===== src/sv/partitioned_multi_stack_core_assert.svh =====
// assertion helpers, clocked on clk and disabled during reset
`ifndef PARTITIONED_MULTI_STACK_CORE_ASSERT_SVH
`define PARTITIONED_MULTI_STACK_CORE_ASSERT_SVH

// same-cycle implication
`define PMS_ASSERT_NOW(lbl, ante, cons, msg) \
  lbl: assert property (@(posedge clk) disable iff (!rst_n) (ante) |-> (cons)) \
    else $error(msg);

// next-cycle implication
`define PMS_ASSERT_NEXT(lbl, ante, cons, msg) \
  lbl: assert property (@(posedge clk) disable iff (!rst_n) (ante) |=> (cons)) \
    else $error(msg);

`endif


===== src/sv/pms_pkg.sv =====
package pms_pkg;

  localparam int STACK_COUNT = 4;
  localparam int TOTAL_DEPTH = 32;
  localparam int DATA_WIDTH  = 16;

  localparam int SEG_SIZE = TOTAL_DEPTH / STACK_COUNT;
  localparam int ADDR_W   = $clog2(TOTAL_DEPTH);
  localparam int FILL_W   = $clog2(SEG_SIZE + 2);
  localparam int IDX_W    = $clog2(STACK_COUNT);

  // port field widths
  localparam int CMD_W     = 2;
  localparam int SEL_W     = 4;
  localparam int VAL_W     = 16;
  localparam int STATUS_W  = 2;
  localparam int CNT_W     = 4;
  localparam int SEL_CMP_W = SEL_W + 1;

  typedef enum logic [CMD_W-1:0] {
    CMD_PUSH,
    CMD_POP,
    CMD_PEEK,
    CMD_NOP
  } cmd_t;

  typedef enum logic [STATUS_W-1:0] {
    STAT_OK,
    STAT_FULL,
    STAT_EMPTY,
    STAT_BAD
  } status_t;

  typedef enum logic [1:0] {
    ST_IDLE,
    ST_EXEC,
    ST_WB
  } state_t;

  typedef struct packed {
    logic capture;
    logic exec;
    logic load_out;
  } ctrl_cmd_t;

endpackage


===== src/sv/pms_datapath.sv =====
module pms_datapath (
  input  logic                       clk,
  input  logic                       rst_n,
  input  pms_pkg::ctrl_cmd_t         ctrl,
  input  logic [pms_pkg::CMD_W-1:0]  in_command,
  input  logic [pms_pkg::SEL_W-1:0]  in_stack_sel,
  input  logic [pms_pkg::VAL_W-1:0]  in_push_value,
  output logic [pms_pkg::VAL_W-1:0]  out_top_value,
  output logic [pms_pkg::STATUS_W-1:0] out_status,
  output logic [pms_pkg::CNT_W-1:0]  out_fill_count
);

  logic [pms_pkg::DATA_WIDTH-1:0] mem [pms_pkg::TOTAL_DEPTH];
  logic [pms_pkg::FILL_W-1:0]     stack_fill_r [pms_pkg::STACK_COUNT];

  pms_pkg::cmd_t                  cmd_r;
  logic [pms_pkg::IDX_W-1:0]      idx_r;
  logic                           bad_r;
  logic [pms_pkg::DATA_WIDTH-1:0] val_r;
  logic [pms_pkg::FILL_W-1:0]     n_r;

  logic [pms_pkg::DATA_WIDTH-1:0] rd_data_r;
  logic                           res_rd_r;
  pms_pkg::status_t               res_status_r;
  logic [pms_pkg::FILL_W-1:0]     res_fill_r;

  logic [pms_pkg::VAL_W-1:0]      top_r;
  pms_pkg::status_t               status_r;
  logic [pms_pkg::CNT_W-1:0]      cnt_r;

  logic                           in_bad;
  logic [pms_pkg::ADDR_W-1:0]     base;
  logic [pms_pkg::ADDR_W-1:0]     addr;
  logic                           wr_en;
  logic                           rd_en;
  logic                           fill_we;
  logic [pms_pkg::FILL_W-1:0]     fill_nxt;
  pms_pkg::status_t               status_nxt;

  assign in_bad = pms_pkg::SEL_CMP_W'(in_stack_sel)
                  >= pms_pkg::SEL_CMP_W'(pms_pkg::STACK_COUNT);

  // capture the word and the selected stack's count
  always_ff @(posedge clk) begin
    if (ctrl.capture) begin
      cmd_r <= pms_pkg::cmd_t'(in_command);
      idx_r <= in_stack_sel[pms_pkg::IDX_W-1:0];
      bad_r <= in_bad;
      val_r <= pms_pkg::DATA_WIDTH'(in_push_value);
      n_r   <= in_bad ? '0 : stack_fill_r[in_stack_sel[pms_pkg::IDX_W-1:0]];
    end
  end

  assign base = pms_pkg::ADDR_W'(idx_r * pms_pkg::SEG_SIZE);

  // push writes just above the top, pop and peek read the top
  always_comb begin
    wr_en      = 1'b0;
    rd_en      = 1'b0;
    fill_we    = 1'b0;
    fill_nxt   = n_r;
    status_nxt = pms_pkg::STAT_OK;
    if (cmd_r == pms_pkg::CMD_PUSH) begin
      addr = base + pms_pkg::ADDR_W'(n_r);
    end else begin
      addr = base + pms_pkg::ADDR_W'(n_r) - pms_pkg::ADDR_W'(1);
    end
    if (bad_r) begin
      status_nxt = pms_pkg::STAT_BAD;
      fill_nxt   = '0;
    end else begin
      unique case (cmd_r)
        pms_pkg::CMD_PUSH: begin
          if (n_r >= pms_pkg::FILL_W'(pms_pkg::SEG_SIZE)) begin
            status_nxt = pms_pkg::STAT_FULL;
          end else begin
            wr_en    = ctrl.exec;
            fill_we  = ctrl.exec;
            fill_nxt = n_r + 1'b1;
          end
        end
        pms_pkg::CMD_POP, pms_pkg::CMD_PEEK: begin
          if (n_r == '0) begin
            status_nxt = pms_pkg::STAT_EMPTY;
          end else begin
            rd_en = ctrl.exec;
            if (cmd_r == pms_pkg::CMD_POP) begin
              fill_we  = ctrl.exec;
              fill_nxt = n_r - 1'b1;
            end
          end
        end
        pms_pkg::CMD_NOP: begin
          status_nxt = pms_pkg::STAT_OK;
        end
      endcase
    end
  end

  always_ff @(posedge clk) begin
    if (wr_en) begin
      mem[addr] <= val_r;
    end
    if (rd_en) begin
      rd_data_r <= mem[addr];
    end
  end

  always_ff @(posedge clk) begin
    if (!rst_n) begin
      for (int i = 0; i < pms_pkg::STACK_COUNT; i++) begin
        stack_fill_r[i] <= '0;
      end
    end else if (fill_we) begin
      stack_fill_r[idx_r] <= fill_nxt;
    end
  end

  always_ff @(posedge clk) begin
    if (ctrl.exec) begin
      res_rd_r     <= rd_en;
      res_status_r <= status_nxt;
      res_fill_r   <= fill_nxt;
    end
  end

  // output register, loaded only when the slot is free
  always_ff @(posedge clk) begin
    if (ctrl.load_out) begin
      top_r    <= res_rd_r ? pms_pkg::VAL_W'(rd_data_r) : '0;
      status_r <= res_status_r;
      cnt_r    <= pms_pkg::CNT_W'(res_fill_r);
    end
  end

  assign out_top_value  = top_r;
  assign out_status     = status_r;
  assign out_fill_count = cnt_r;

endmodule


===== src/sv/pms_ctrl.sv =====
module pms_ctrl (
  input  logic               clk,
  input  logic               rst_n,
  input  logic               in_valid,
  output logic               in_stall,
  output logic               out_valid,
  input  logic               out_stall,
  output pms_pkg::ctrl_cmd_t ctrl
);

  `include "partitioned_multi_stack_core_assert.svh"

  pms_pkg::state_t state_r;
  pms_pkg::state_t state_nxt;
  logic            out_valid_r;
  logic            out_valid_nxt;
  logic            slot_free;

  assign slot_free = !out_valid_r || !out_stall;

  always_comb begin
    state_nxt = state_r;
    unique case (state_r)
      pms_pkg::ST_IDLE: begin
        if (in_valid) begin
          state_nxt = pms_pkg::ST_EXEC;
        end
      end
      pms_pkg::ST_EXEC: begin
        state_nxt = pms_pkg::ST_WB;
      end
      pms_pkg::ST_WB: begin
        if (slot_free) begin
          state_nxt = pms_pkg::ST_IDLE;
        end
      end
      default: begin
        state_nxt = pms_pkg::ST_IDLE;
      end
    endcase
  end

  always_comb begin
    in_stall      = (state_r != pms_pkg::ST_IDLE);
    ctrl.capture  = (state_r == pms_pkg::ST_IDLE) && in_valid;
    ctrl.exec     = (state_r == pms_pkg::ST_EXEC);
    ctrl.load_out = (state_r == pms_pkg::ST_WB) && slot_free;
  end

  always_comb begin
    if (ctrl.load_out) begin
      out_valid_nxt = 1'b1;
    end else if (out_stall) begin
      out_valid_nxt = out_valid_r;
    end else begin
      out_valid_nxt = 1'b0;
    end
  end

  always_ff @(posedge clk) begin
    if (!rst_n) begin
      state_r     <= pms_pkg::ST_IDLE;
      out_valid_r <= 1'b0;
    end else begin
      state_r     <= state_nxt;
      out_valid_r <= out_valid_nxt;
    end
  end

  assign out_valid = out_valid_r;

  `PMS_ASSERT_NEXT(a_accept_exec, in_valid && !in_stall, state_r == pms_pkg::ST_EXEC,
                   "accepted word did not start execution")
  `PMS_ASSERT_NEXT(a_exec_wb, state_r == pms_pkg::ST_EXEC, state_r == pms_pkg::ST_WB,
                   "execute did not move to write-back")
  `PMS_ASSERT_NOW(a_load_free, ctrl.load_out, !out_valid_r || !out_stall,
                  "result loaded over a stalled word")
  `PMS_ASSERT_NOW(a_valid_src, $rose(out_valid_r), $past(state_r) == pms_pkg::ST_WB,
                  "output valid rose outside write-back")

endmodule


===== src/sv/partitioned_multi_stack_core.sv =====
// Several stacks in one shared store, each owning a fixed equal segment.
// Each input word is a push, pop, peek or no-op on one stack and yields
// exactly one result word with the top value, a status (ok, full, empty,
// bad stack) and the stack's fill count afterwards. An item is handled in
// turn: the accepting cycle captures the word with the count lookup, the
// next does the one access of the single-port store, and write-back then
// loads the result register once the output slot is free.
// The next item is accepted once the result is loaded, while the result may
// still sit stalled at the output.
// The store needs no clearing after reset; only the per-stack counts reset.
module partitioned_multi_stack_core (
  input  logic                         clk,
  input  logic                         rst_n,
  input  logic                         in_valid,
  output logic                         in_stall,
  input  logic [pms_pkg::CMD_W-1:0]    in_command,
  input  logic [pms_pkg::SEL_W-1:0]    in_stack_sel,
  input  logic [pms_pkg::VAL_W-1:0]    in_push_value,
  output logic                         out_valid,
  input  logic                         out_stall,
  output logic [pms_pkg::VAL_W-1:0]    out_top_value,
  output logic [pms_pkg::STATUS_W-1:0] out_status,
  output logic [pms_pkg::CNT_W-1:0]    out_fill_count
);

  pms_pkg::ctrl_cmd_t ctrl;

  pms_ctrl u_ctrl (
    .clk       (clk),
    .rst_n     (rst_n),
    .in_valid  (in_valid),
    .in_stall  (in_stall),
    .out_valid (out_valid),
    .out_stall (out_stall),
    .ctrl      (ctrl)
  );

  pms_datapath u_datapath (
    .clk            (clk),
    .rst_n          (rst_n),
    .ctrl           (ctrl),
    .in_command     (in_command),
    .in_stack_sel   (in_stack_sel),
    .in_push_value  (in_push_value),
    .out_top_value  (out_top_value),
    .out_status     (out_status),
    .out_fill_count (out_fill_count)
  );

endmodule


===== config.mk =====
export PLATFORM = sky130hd
export DESIGN_NAME = partitioned_multi_stack_core
export DESIGN_NICKNAME = d
export VERILOG_FILES = /design/src/sv/pms_pkg.sv /design/src/sv/pms_datapath.sv /design/src/sv/pms_ctrl.sv /design/src/sv/partitioned_multi_stack_core.sv
export VERILOG_INCLUDE_DIRS = /design/src /design/src/sv
export SDC_FILE = /design/constraint.sdc
export NUM_CORES = 1
export LEC_CHECK = 0
export ABC_AREA = 1
export BUFFER_PORTS_ARGS = -buffer_cell sky130_fd_sc_hd__buf_2
export CAP_MARGIN = 10
export CORE_UTILIZATION = 35
export DETAILED_ROUTE_END_ITERATION = 12
export GPL_TIMING_DRIVEN = 0
export PLACE_DENSITY = 0.52
export SYNTH_ARGS = -nofsm -noshare
export SYNTH_HDL_FRONTEND = slang
export SYNTH_SLANG_ARGS = --single-unit

===== constraint.sdc =====
create_clock -name clk -period 2.9 [get_ports clk]
set_input_delay 0.58 -clock clk [delete_from_list [all_inputs] [get_ports clk]]
set_output_delay 0.58 -clock clk [all_outputs]
set_load 0.02 [all_outputs]

==> results.json, run 1 <==
{
  "status": "completed",
  "synth.distinct_cells": 28,
  "crit_fanout": 14,
  "wire_per_inst_um": 19.9,
  "grt_pass1_wl_um": 103000,
  "timing_worst_setup_path_type": "reg2reg",
  "drtAntennaViolNets": 0,
  "critPathTopFamily": "simple AND/OR/NAND/NOR gates",
  "port_buffers": 49,
  "route.detailed.drc": 0,
  "first_pass_iters": 7,
  "cpPeakStageDelay_ns": 0.45,
  "layout_common_cells": "1187 x nand2_1, 598 x edfxtp_1, 174 x nand3_1, 90 x buf_2, 69 x clkbuf_16",
  "drtIter0Drc": 1603,
  "synth_seq_cells": 601,
  "row_count": 97,
  "final_common_cell": "nand2_1",
  "synth_top_family_by_area": "simple AND/OR/NAND/NOR gates",
  "finalCritPeriodShare_pct": 97.1,
  "setup.worst_path.end_class": "register",
  "via_per_inst": 4.80,
  "vias": 16868,
  "cp.buffers_inverters": 6,
  "gr-total-overflow": 0,
  "synth-main-ff-cell": "edfxtp_1",
  "synth_warnings": 0,
  "synthSimpleGateAreaFrac_pct": 24.0,
  "synth_top_cells_by_area": "edfxtp_1 72%, nand2_1 18%, nand3_1 3.5%, nor2_1 1.7%, buf_2 1.0%",
  "hold_class": "in2reg",
  "synth_xor_area_share_pct": 0.0351,
  "critPathRequiredTime_ns": 3.21,
  "ios": 50,
  "clkLatencyLatePin_ns": 0.61,
  "relSlewSlack_pct": 35.9,
  "post-route-min-period_ns": 2.82,
  "drv_cap": 0,
  "die_w_um": 269,
  "h-tree-depth": 3,
  "synth_area_um2": 24900,
  "core_area_um2": 70300,
  "areaGrowthSynthToFinish_pct": 21.9,
  "synth_compound_area_share_pct": 0.557,
  "synth_top_area_share_pct": 72.0,
  "cts_buffer_depth": 3,
  "hpwl_um": 49000,
  "peakVddDrop_v": 0.000424,
  "cp.arrival_ns": 3.13,
  "initial_utilization_pct": 35.5,
  "path_clk_slew_ns": 0.06,
  "grt_use_total_pct": 19.6,
  "cts_root_buf": "clkbuf_16",
  "synth_fa_ha_area_share_pct": 0.351,
  "yosysTopAreaCell": "edfxtp_1",
  "cts.sink_count": 601,
  "cts.hold.buffers_added": 0,
  "fin_util_pct": 43.3,
  "drive_above_1_share_pct": 15.6,
  "clock_skew_ns": 0.0313,
  "startpoint_type": "register",
  "dp_slack_ns": -1.41,
  "setup_ws_ns": 0.0841,
  "total_power_uw": 20100,
  "first_global_vias": 16254,
  "muxShareOfSynthArea_pct": 0,
  "seq_area_frac_synth_pct": 72.2,
  "hold_slack_ns": 0.135,
  "n_antenna_cell": 0,
  "cts_buffers": 68,
  "place_congestion": 0.905,
  "finalNetCount": 2552,
  "grt_antenna_before_repair": 0,
  "grt_max_degree": 33,
  "tightest_slew_ns": 0.962,
  "synth_nets": 2332,
  "path_cells": "inv_1 -> ha_2 -> buf_6 -> inv_4 -> nor2_1 -> inv_1 -> nor2_4 -> nand3_4 -> buf_4 -> nor2_4 -> buf_12",
  "p_leak_uw": 0.0122,
  "cts_tree": "built",
  "die_area_um2": 72300,
  "crit_path_top_delay_cell": "nor2_4",
  "hold_viol_final": 0,
  "setup_viol": 0,
  "ys_async_sr_fraction_pct": 0,
  "max_freq_ghz": 0.355,
  "syn_avg_cell_area_um2": 10.8,
  "power_density_nw_per_um2": 662,
  "drt-total-wl_um": 70000,
  "die_h_um": 269,
  "synth_edf_count": 598,
  "synthCells": 2299,
  "slew_violations": 0
}
==> worst reg2reg max path, stage by stage (launching register included) <==
cell and delay (ns):
edfxtp_1 0.41, inv_1 0.12, ha_2 0.20, buf_6 0.14, inv_4 0.07, nor2_1 0.14
inv_1 0.10, nor2_4 0.45, nand3_4 0.31, buf_4 0.27, nor2_4 0.13, buf_12 0.16
==> worst paths after layout <==
path                                                               end  cells after the start  slack, ns                          startpoint
worst min-delay path                    u_datapath.val_r[12]$_DFFE_PP_                      1       0.14                   in_push_value[12]
worst min register to register  u_datapath.out_fill_count[2]$_DFFE_PP_                      0       0.42  u_datapath.res_fill_r[2]$_DFFE_PN_
worst max-delay path                   u_datapath.mem[15][9]$_DFFE_PP_                     11       0.08       u_datapath.cmd_r[1]$_DFFE_PP_
worst max register to register         u_datapath.mem[15][9]$_DFFE_PP_                     11       0.08       u_datapath.cmd_r[1]$_DFFE_PP_
==> metrics by stage <==
step	setup TNS, ns	cells	instance area, um2
after floorplan	0	2299	24900
after global placement	-738.92	3288	26400
after detailed placement	-526.16	3324	27100
final	0	3511	30400
after CTS	0	3489	30100
after global routing	-0.0230	3511	30400
==> routing by layer <==
layer	routed length [um]	share of wire (%)	GRT usage, %	up-vias
li1	-	-	-	8115
met4	2210	3.2	7.52	0
met1	30800	44	26.8	8099
met3	4250	6.1	3.25	115
met5	0	0	0	-
met2	32700	47	31.3	539
==> sequential cells by signal (all words and copies together), names as in the netlist, 4 cells and up <==
| signal | cells |
|---|---|
| u_datapath.mem | 512 |
| u_datapath.n_r | 4 |
| u_datapath.out_fill_count | 4 |
| u_datapath.out_top_value | 16 |
| u_datapath.rd_data_r | 16 |
| u_datapath.res_fill_r | 4 |
| u_datapath.stack_fill_r | 16 |
| u_datapath.val_r | 16 |
==> cells by family (layout without fill, tap and decap cells) <==
logic type | Yosys count | in the layout
DFF | 601 | 601
AOI/OAI and AO/OA | 25 | 25
adders and majority gates | 7 | 7
buffers and inverters | 157 | 429
and+or+nand+nor | 1508 | 1508
xor gates and xnor gates | 1 | 1
==> area by class of cell <==
| cell class | count | area [um2] |
|---|---|---|
| multi-input combinational | 1541 | 6650 |
| clock buffer | 92 | 1850 |
| tap | 940 | 1180 |
| inverter | 53 | 211 |
| buffer | 104 | 571 |
| timing repair buffer | 150 | 1700 |
| clock inverter | 30 | 223 |
| fill | 6521 | 39900 |
| sequential | 601 | 18000 |
==> Yosys cell counts, drive strengths merged, types with 2 or more instances <==
cell type  count
a21oi         10
buf           66
clkbuf        38
dfxtp          3
edfxtp       598
ha             7
inv           53
nand2       1206
nand3        176
nor2         119
nor3           4
o21ai         14
or2            2
==> repair_timing <==
item | in CTS | in global routing
endpoints found under the setup margin | 528 | 408
pin swaps | 28 | 8
buffers inserted | 43 | 20
resized for setup | 83 | 53
gates cloned | 0 | 1
==> report_power, final <==
group / switching, uW / internal, uW / total (uW)
logic: 1600 / 655 / 2260
registers: 104 / 9650 / 9760
clock network: 3430 / 4680 / 8110
total: 5140 / 15000 / 20100
No activity file was read; power rests on OpenSTA's default activity.
==> run 2, diff against run 1 <==
--- a/config.mk
+++ b/config.mk
@@ -6,7 +6,6 @@
 export SDC_FILE = /design/constraint.sdc
 export NUM_CORES = 1
 export LEC_CHECK = 0
-export ABC_AREA = 1
 export BUFFER_PORTS_ARGS = -buffer_cell sky130_fd_sc_hd__buf_2
 export CAP_MARGIN = 10
 export CORE_UTILIZATION = 35
==> run 2 against run 1 <==
Clock skew rose by 0.0042 ns. Worst hold slack got worse by 0.024 ns. Fmax is 1.3% lower. Largest power group unchanged. Combinational power is 2% lower. Critical endpoint is now u_datapath.rd_data_r[3]$_DFFE_PP_. Highest routed layer is now met5. Final cell count fell by 35%. Worst setup slack worse by 0.037 ns. Synthesized cell count decreased by 50%. Critical path type unchanged. Area after synthesis shrank 3.4%.
==> results.json, run 2 <==
{
  "drv_cap": 0,
  "synth_area_um2": 24100,
  "drtAntennaViolNets": 0,
  "first_pass_iters": 5,
  "reg2reg_slack_ns": 0.05,
  "synth.distinct_cells": 46,
  "hold_class": "in2reg",
  "seq_area_frac_synth_pct": 74.8,
  "largest_register_ffs": 512,
  "drtIter0Drc": 965,
  "hold_viol_final": 0,
  "die_w_um": 264,
  "grt_use_total_pct": 17.3,
  "first_global_vias": 12417,
  "via_per_inst": 5.28,
  "initial_utilization_pct": 35.6,
  "worstReg2RegEnd": "u_datapath.rd_data_r[3]$_DFFE_PP_",
  "synthCells": 1148,
  "post-route-min-period_ns": 2.85,
  "synth_top_cells_by_area": "edfxtp_1 75%, mux4_2 15%, nor2_1 1.1%, mux2_2 0.79%, a21oi_1 0.73%",
  "hpwl_um": 37200,
  "tightest_slew_ns": 1.24,
  "core_area_um2": 67600,
  "grt_max_degree": 33,
  "route.met3.wl_um": 2890,
  "synth-main-ff-cell": "edfxtp_1",
  "r2r_cells": 10,
  "cts_buffers": 61,
  "port_buffers": 48,
  "peakVddDrop_v": 0.000370,
  "power_density_nw_per_um2": 651,
  "gr-total-overflow": 0,
  "finalCritPeriodShare_pct": 98.4,
  "whs_endpoint": "u_datapath.val_r[6]$_DFFE_PP_",
  "synth_nets": 1181,
  "cp.arrival_ns": 3.19,
  "regArea_um2": 18000,
  "drt-total-wl_um": 59700,
  "synth_top_area_share_pct": 74.5,
  "path_clk_slew_ns": 0.06,
  "yosys-top-cells-count": "598 x edfxtp_1, 164 x mux4_2, 72 x nor2_1, 36 x nand2_1, 35 x a21oi_1",
  "crit_fanout": 10,
  "grt_antenna_before_repair": 1,
  "timing_worst_setup_path_type": "reg2reg",
  "ios": 50,
  "layout_common_cells": "598 x edfxtp_1, 164 x mux4_2, 65 x clkbuf_16, 55 x buf_2, 47 x buf_12",
  "place_congestion": 0.765,
  "drive_above_1_share_pct": 41.0,
  "cts_root_buf": "clkbuf_16",
  "hold_path_depth": 1,
  "finalNetCount": 1396,
  "syn_avg_cell_area_um2": 21.0,
  "max_freq_ghz": 0.351,
  "wl_met2_um": 28200,
  "synth_seq_cells": 601,
  "cts.sink_count": 601,
  "final_common_cell": "edfxtp_1",
  "rsz0062_at_grt": "true",
  "areaGrowthSynthToFinish_pct": 25.2,
  "status": "completed",
  "cts_tree": "built",
  "clock_skew_ns": 0.0356,
  "critPathRequiredTime_ns": 3.24,
  "row_count": 95,
  "cts_buffer_depth": 3,
  "relSlewSlack_pct": 17.5,
  "route.detailed.drc": 0,
  "setup_viol": 0,
  "worstHoldStart": "in_push_value[6]",
  "synth_warnings": 0,
  "n_antenna_cell": 0,
  "yosysTopAreaCell": "edfxtp_1",
  "die_h_um": 264,
  "h-tree-depth": 2,
  "yosysMostFrequentCell": "edfxtp_1",
  "dr.max_layer_used": "met5",
  "synth_edf_count": 598,
  "grt_pass1_wl_um": 86600,
  "vias": 12059,
  "slew_violations": 0,
  "dp_slack_ns": -1.47,
  "post-place-cells": 2076,
  "n_fill_cell": 5677,
  "setup_ws_ns": 0.0475,
  "startpoint_type": "register",
  "clkLatencyLatePin_ns": 0.65,
  "stdcell_count": 2283,
  "multi_input_area_um2": 6500,
  "regMostFlops": "u_datapath.mem",
  "setup.worst_path.end_class": "register",
  "die_area_um2": 69900,
  "ys_async_sr_fraction_pct": 0,
  "wire_per_inst_um": 26.2,
  "wl_met1_um": 26900,
  "p_leak_uw": 0.00962,
  "r2r-start": "u_datapath.cmd_r[1]$_DFFE_PP_"
}
run 2: changes by cell type after synthesis, moves of 25 or more:
cell and delta:
nand3_1 -172, buf_2 -27, nand2_1 -1161, a21oi_1 +25
nor2_1 -39, mux4_2 +164, inv_1 -37
run 2: timing repair:
action / in CTS / in global routing
setup buffers: 73 / 17
pin swaps: 48 / 15
endpoints found under the setup margin: 574 / 491
hold buffers: 0 / 0
endpoints found under the hold margin: 0 / 0
gates cloned: 4 / 0
resized for setup: 135 / 48
run 2: worst max-delay path, stage by stage (launching register included):
cell and delay [ns]:
edfxtp_1 0.43, inv_2 0.10, ha_1 0.16, buf_6 0.15, xor2_4 0.18, buf_12 0.15, buf_8 0.18, buf_8 0.19
mux4_2 0.53, a22oi_2 0.27, nand4_1 0.23
run 2: cells by family after synthesis:
logic type	synth area share (%)
compound gates	2.49
fa+ha+maj	0.363
simple gates	3.62
flops	74.8
buf+inv	1.51
mux	16.8
xor+xnor	0.410
run 2: worst max-delay path by stage:
stage,to,from,cells after the start,slack [ns]
final,u_datapath.rd_data_r[3]$_DFFE_PP_,u_datapath.cmd_r[1]$_DFFE_PP_,10,0.05
after global routing,u_datapath.rd_data_r[15]$_DFFE_PP_,u_datapath.cmd_r[1]$_DFFE_PP_,11,-0.05
after CTS,u_datapath.rd_data_r[8]$_DFFE_PP_,u_datapath.n_r[0]$_SDFFCE_PP0P_,16,-0.21
after detailed placement,u_datapath.mem[1][6]$_DFFE_PP_,u_datapath.n_r[0]$_SDFFCE_PP0P_,11,-1.47
after global placement,u_datapath.mem[1][11]$_DFFE_PP_,u_datapath.n_r[0]$_SDFFCE_PP0P_,11,-1.51
after floorplan,u_datapath.mem[13][0]$_DFFE_PP_,u_datapath.n_r[0]$_SDFFCE_PP0P_,11,-0.05
run 2: area by class of cell:
type	count	area share, %
multi-input combinational	479	21.6
buffer	52	1.97
inverter	10	0.141
tap	873	3.62
clock inverter	35	1.16
timing repair buffer	158	6.57
clock buffer	75	5.24
sequential	601	59.7
run 2: routing by layer:
metal  GRT usage, %  vias to the layer above
met5              0                        -
met3           2.95                       75
met1           24.7                     6461
li1               -                     5221
met4           5.19                        2
met2           27.0                      300
run 2: per-stage QoR:
step | cell area (um2) | total power [uW] | hold slack, ns | utilization, % | TNS (ns)
after detailed placement | 26000 | 11700 | 0.408 | 38.4 | -516.68
after CTS | 29700 | 19700 | 0.0761 | 43.8 | -27.76
after global routing | 30200 | 20300 | 0.0798 | 44.6 | -0.258
after global placement | 25800 | 11700 | 0.401 | 38.2 | -551.45
final | 30200 | 19600 | 0.112 | 44.6 | 0
after floorplan | 24500 | 11100 | 0.400 | - | -4.27
run 2: report_power, final:
| part | switching [uW] | internal (uW) | total (uW) | leakage (uW) |
|---|---|---|---|---|
| clock network | 3290 | 4380 | 7670 | 0.000928 |
| registers | 108 | 9650 | 9760 | 0.00545 |
| logic | 1180 | 1030 | 2210 | 0.00325 |
==> run 3, diff against run 2 <==
--- a/config.mk
+++ b/config.mk
@@ -12,6 +12,7 @@
 export DETAILED_ROUTE_END_ITERATION = 12
 export GPL_TIMING_DRIVEN = 0
 export PLACE_DENSITY = 0.52
+export RECOVER_POWER = 50
 export SYNTH_ARGS = -nofsm -noshare
 export SYNTH_HDL_FRONTEND = slang
 export SYNTH_SLANG_ARGS = --single-unit
==> run 3 against run 2 <==
The run now ends with max-capacitance violations, max-slew violations left. Sequential cell count stayed put. Critical endpoint is now u_datapath.rd_data_r[6]$_DFFE_PP_. Critical path depth rose by 1. Register-to-register slack about the same. Count of clock-buffer cells in the layout is the same. Combinational power decreased by 3%. Non-clock buffer count is the same. Worst hold slack got worse by 0.0030 ns. Total power shrank 0.38%. Sequential power about the same. Fmax shrank 0.46%. Final cell count is the same. Via count is 0.22% lower. Critical path type unchanged.
==> results.json, run 3 (synthesized netlist as in run 2, its figures left out) <==
{
  "grt_pass1_wl_um": 86600,
  "via_per_inst": 5.27,
  "port_buffers": 48,
  "dp_slack_ns": -1.47,
  "die_w_um": 264,
  "drt-total-wl_um": 59600,
  "initial_utilization_pct": 35.6,
  "grt_max_degree": 33,
  "setup.worst_path.end_class": "register",
  "grt_antenna_before_repair": 1,
  "startpoint_type": "register",
  "final_common_cell": "edfxtp_1",
  "drv_cap": 1,
  "worstReg2RegEnd": "u_datapath.rd_data_r[6]$_DFFE_PP_",
  "cts_buffer_depth": 3,
  "place_congestion": 0.765,
  "die_h_um": 264,
  "placed_area_um2": 26000,
  "grt_use_total_pct": 17.3,
  "setup_viol": 0,
  "hold_viol_final": 0,
  "h-tree-depth": 2,
  "final_area_um2": 29800,
  "hold_path_depth": 1,
  "p_leak_uw": 0.00939,
  "finalNetCount": 1396,
  "n_fill_cell": 5720,
  "cts.hold.buffers_added": 0,
  "drive_above_1_share_pct": 38.3,
  "cts_buffers": 61,
  "hpwl_um": 37200,
  "setup_ws_ns": 0.0344,
  "vias": 12032,
  "timing_worst_setup_path_type": "reg2reg",
  "cts.sink_count": 601,
  "crit_fanout": 10,
  "drtIter0Drc": 927,
  "cts_tree": "built",
  "wire_per_inst_um": 26.1,
  "critPathRequiredTime_ns": 3.27,
  "clock_skew_ns": 0.0340,
  "peakVddDrop_v": 0.000369,
  "first_pass_iters": 5,
  "r2r-start": "u_datapath.cmd_r[1]$_DFFE_PP_",
  "cpPeakStageDelay_ns": 0.41,
  "worstHoldStart": "in_push_value[6]",
  "die_area_um2": 69900,
  "reg2reg_slack_ns": 0.03,
  "regMostFlops": "u_datapath.mem",
  "whs_endpoint": "u_datapath.val_r[6]$_DFFE_PP_",
  "row_count": 95,
  "rsz0062_at_grt": "true",
  "r2r_cells": 11,
  "violations": "max-capacitance violations, max-slew violations",
  "gr-total-overflow": 0,
  "cts_root_buf": "clkbuf_16",
  "status": "complete, but fails checks",
  "max_freq_ghz": 0.349,
  "tightest_slew_ns": 1.55,
  "drtAntennaViolNets": 0,
  "path_clk_slew_ns": 0.06,
  "layout_common_cells": "598 x edfxtp_1, 164 x mux4_2, 65 x clkbuf_16, 55 x clkbuf_1, 47 x buf_12",
  "largest_register_ffs": 512,
  "relSlewSlack_pct": -3.20,
  "post-route-min-period_ns": 2.87,
  "first_global_vias": 12417,
  "hold_class": "in2reg",
  "finalCritPeriodShare_pct": 98.8,
  "n_antenna_cell": 0,
  "route.detailed.drc": 0,
  "slew_violations": 27,
  "clkLatencyLatePin_ns": 0.65,
  "crit_path_top_delay_cell": "xor2_4",
  "core_area_um2": 67600,
  "power_density_nw_per_um2": 657,
  "ios": 50,
  "cp.arrival_ns": 3.24,
  "path_cells": "inv_2 -> ha_1 -> buf_6 -> nor4_4 -> buf_6 -> xor2_4 -> a21oi_4 -> buf_4 -> a22o_1 -> a21oi_4 -> nand4_1",
  "areaGrowthSynthToFinish_pct": 23.7
}
run 3: cell count changes in the layout (fill, tap and decap cells not counted):
cell	previous run	this run
a21oi_1	5	6
and2_1	18	4
buf_16	15	3
clkbuf_1	18	55
buf_8	9	6
and2_0	0	14
buf_2	55	33
a21oi_2	18	17
nor2_4	34	33
nor2_2	1	2
run 3: routing by layer:
metal	part of all wire, %	wire [um]	vias up	global-route usage [%]
met5	0.022	13	-	0
met4	2.2	1290	2	5.19
met3	5.1	3040	70	2.95
met2	48	28500	305	27.0
met1	45	26800	6441	24.7
li1	-	-	5214	-
run 3: worst max path at each step:
stage | to | slack (ns) | startpoint | depth (start not counted)
global route | u_datapath.rd_data_r[15]$_DFFE_PP_ | -0.05 | u_datapath.cmd_r[1]$_DFFE_PP_ | 11
floorplan | u_datapath.mem[13][0]$_DFFE_PP_ | -0.05 | u_datapath.n_r[0]$_SDFFCE_PP0P_ | 11
CTS | u_datapath.rd_data_r[8]$_DFFE_PP_ | -0.21 | u_datapath.n_r[0]$_SDFFCE_PP0P_ | 16
finish | u_datapath.rd_data_r[6]$_DFFE_PP_ | 0.03 | u_datapath.cmd_r[1]$_DFFE_PP_ | 11
global placement | u_datapath.mem[1][11]$_DFFE_PP_ | -1.51 | u_datapath.n_r[0]$_SDFFCE_PP0P_ | 11
detailed placement | u_datapath.mem[1][6]$_DFFE_PP_ | -1.47 | u_datapath.n_r[0]$_SDFFCE_PP0P_ | 11
run 3: report_power, final:
part | switching [uW] | internal [uW] | total, uW
Sequential | 98.1 | 9660 | 9760
Combinational | 1180 | 975 | 2150
Clock | 3280 | 4380 | 7660
Total | 4550 | 15000 | 19600
run 3: repair_timing:
item | 4_1_cts | 5_1_grt
endpoints found under the setup margin | 574 | 491
gates cloned | 4 | 0
pin swaps | 48 | 15
buffers inserted | 73 | 17
gates resized for setup | 135 | 48
run 3: critical path: cells and delay by family, from the launching register on:
family	cells	cell delay, ns
and+or+nand+nor	2	0.42
xor gates and xnor gates	1	0.41
AOI/OAI and AO/OA	3	0.60
DFF	1	0.39
buffers and inverters	4	0.61
adders and majority gates	1	0.19
run 3: metrics by stage:
| step | std cells | hold slack [ns] | TNS [ns] | total power [uW] | utilization (%) |
|---|---|---|---|---|---|
| 2_1_floorplan | 1148 | 0.400 | -4.27 | 11100 | - |
| 3_3_place_gp | 2069 | 0.401 | -551.45 | 11700 | 38.2 |
| 3_5_place_dp | 2076 | 0.408 | -516.68 | 11700 | 38.4 |
| 4_1_cts | 2263 | 0.0761 | -27.76 | 19700 | 43.8 |
| 5_1_grt | 2283 | 0.0798 | -0.258 | 20200 | 44.1 |
| 6_report | 2283 | 0.109 | 0 | 19600 | 44.1 |
run 3: cell type report:
type | instances | area, um2 | area share (%)
sequential | 601 | 18000 | 60.5
buffer | 52 | 593 | 1.99
clock buffer | 75 | 1580 | 5.30
tap | 873 | 1090 | 3.67
multi-input combinational | 479 | 6490 | 21.8
inverter | 10 | 42.5 | 0.143
clock inverter | 35 | 350 | 1.18
timing repair buffer | 158 | 1630 | 5.48
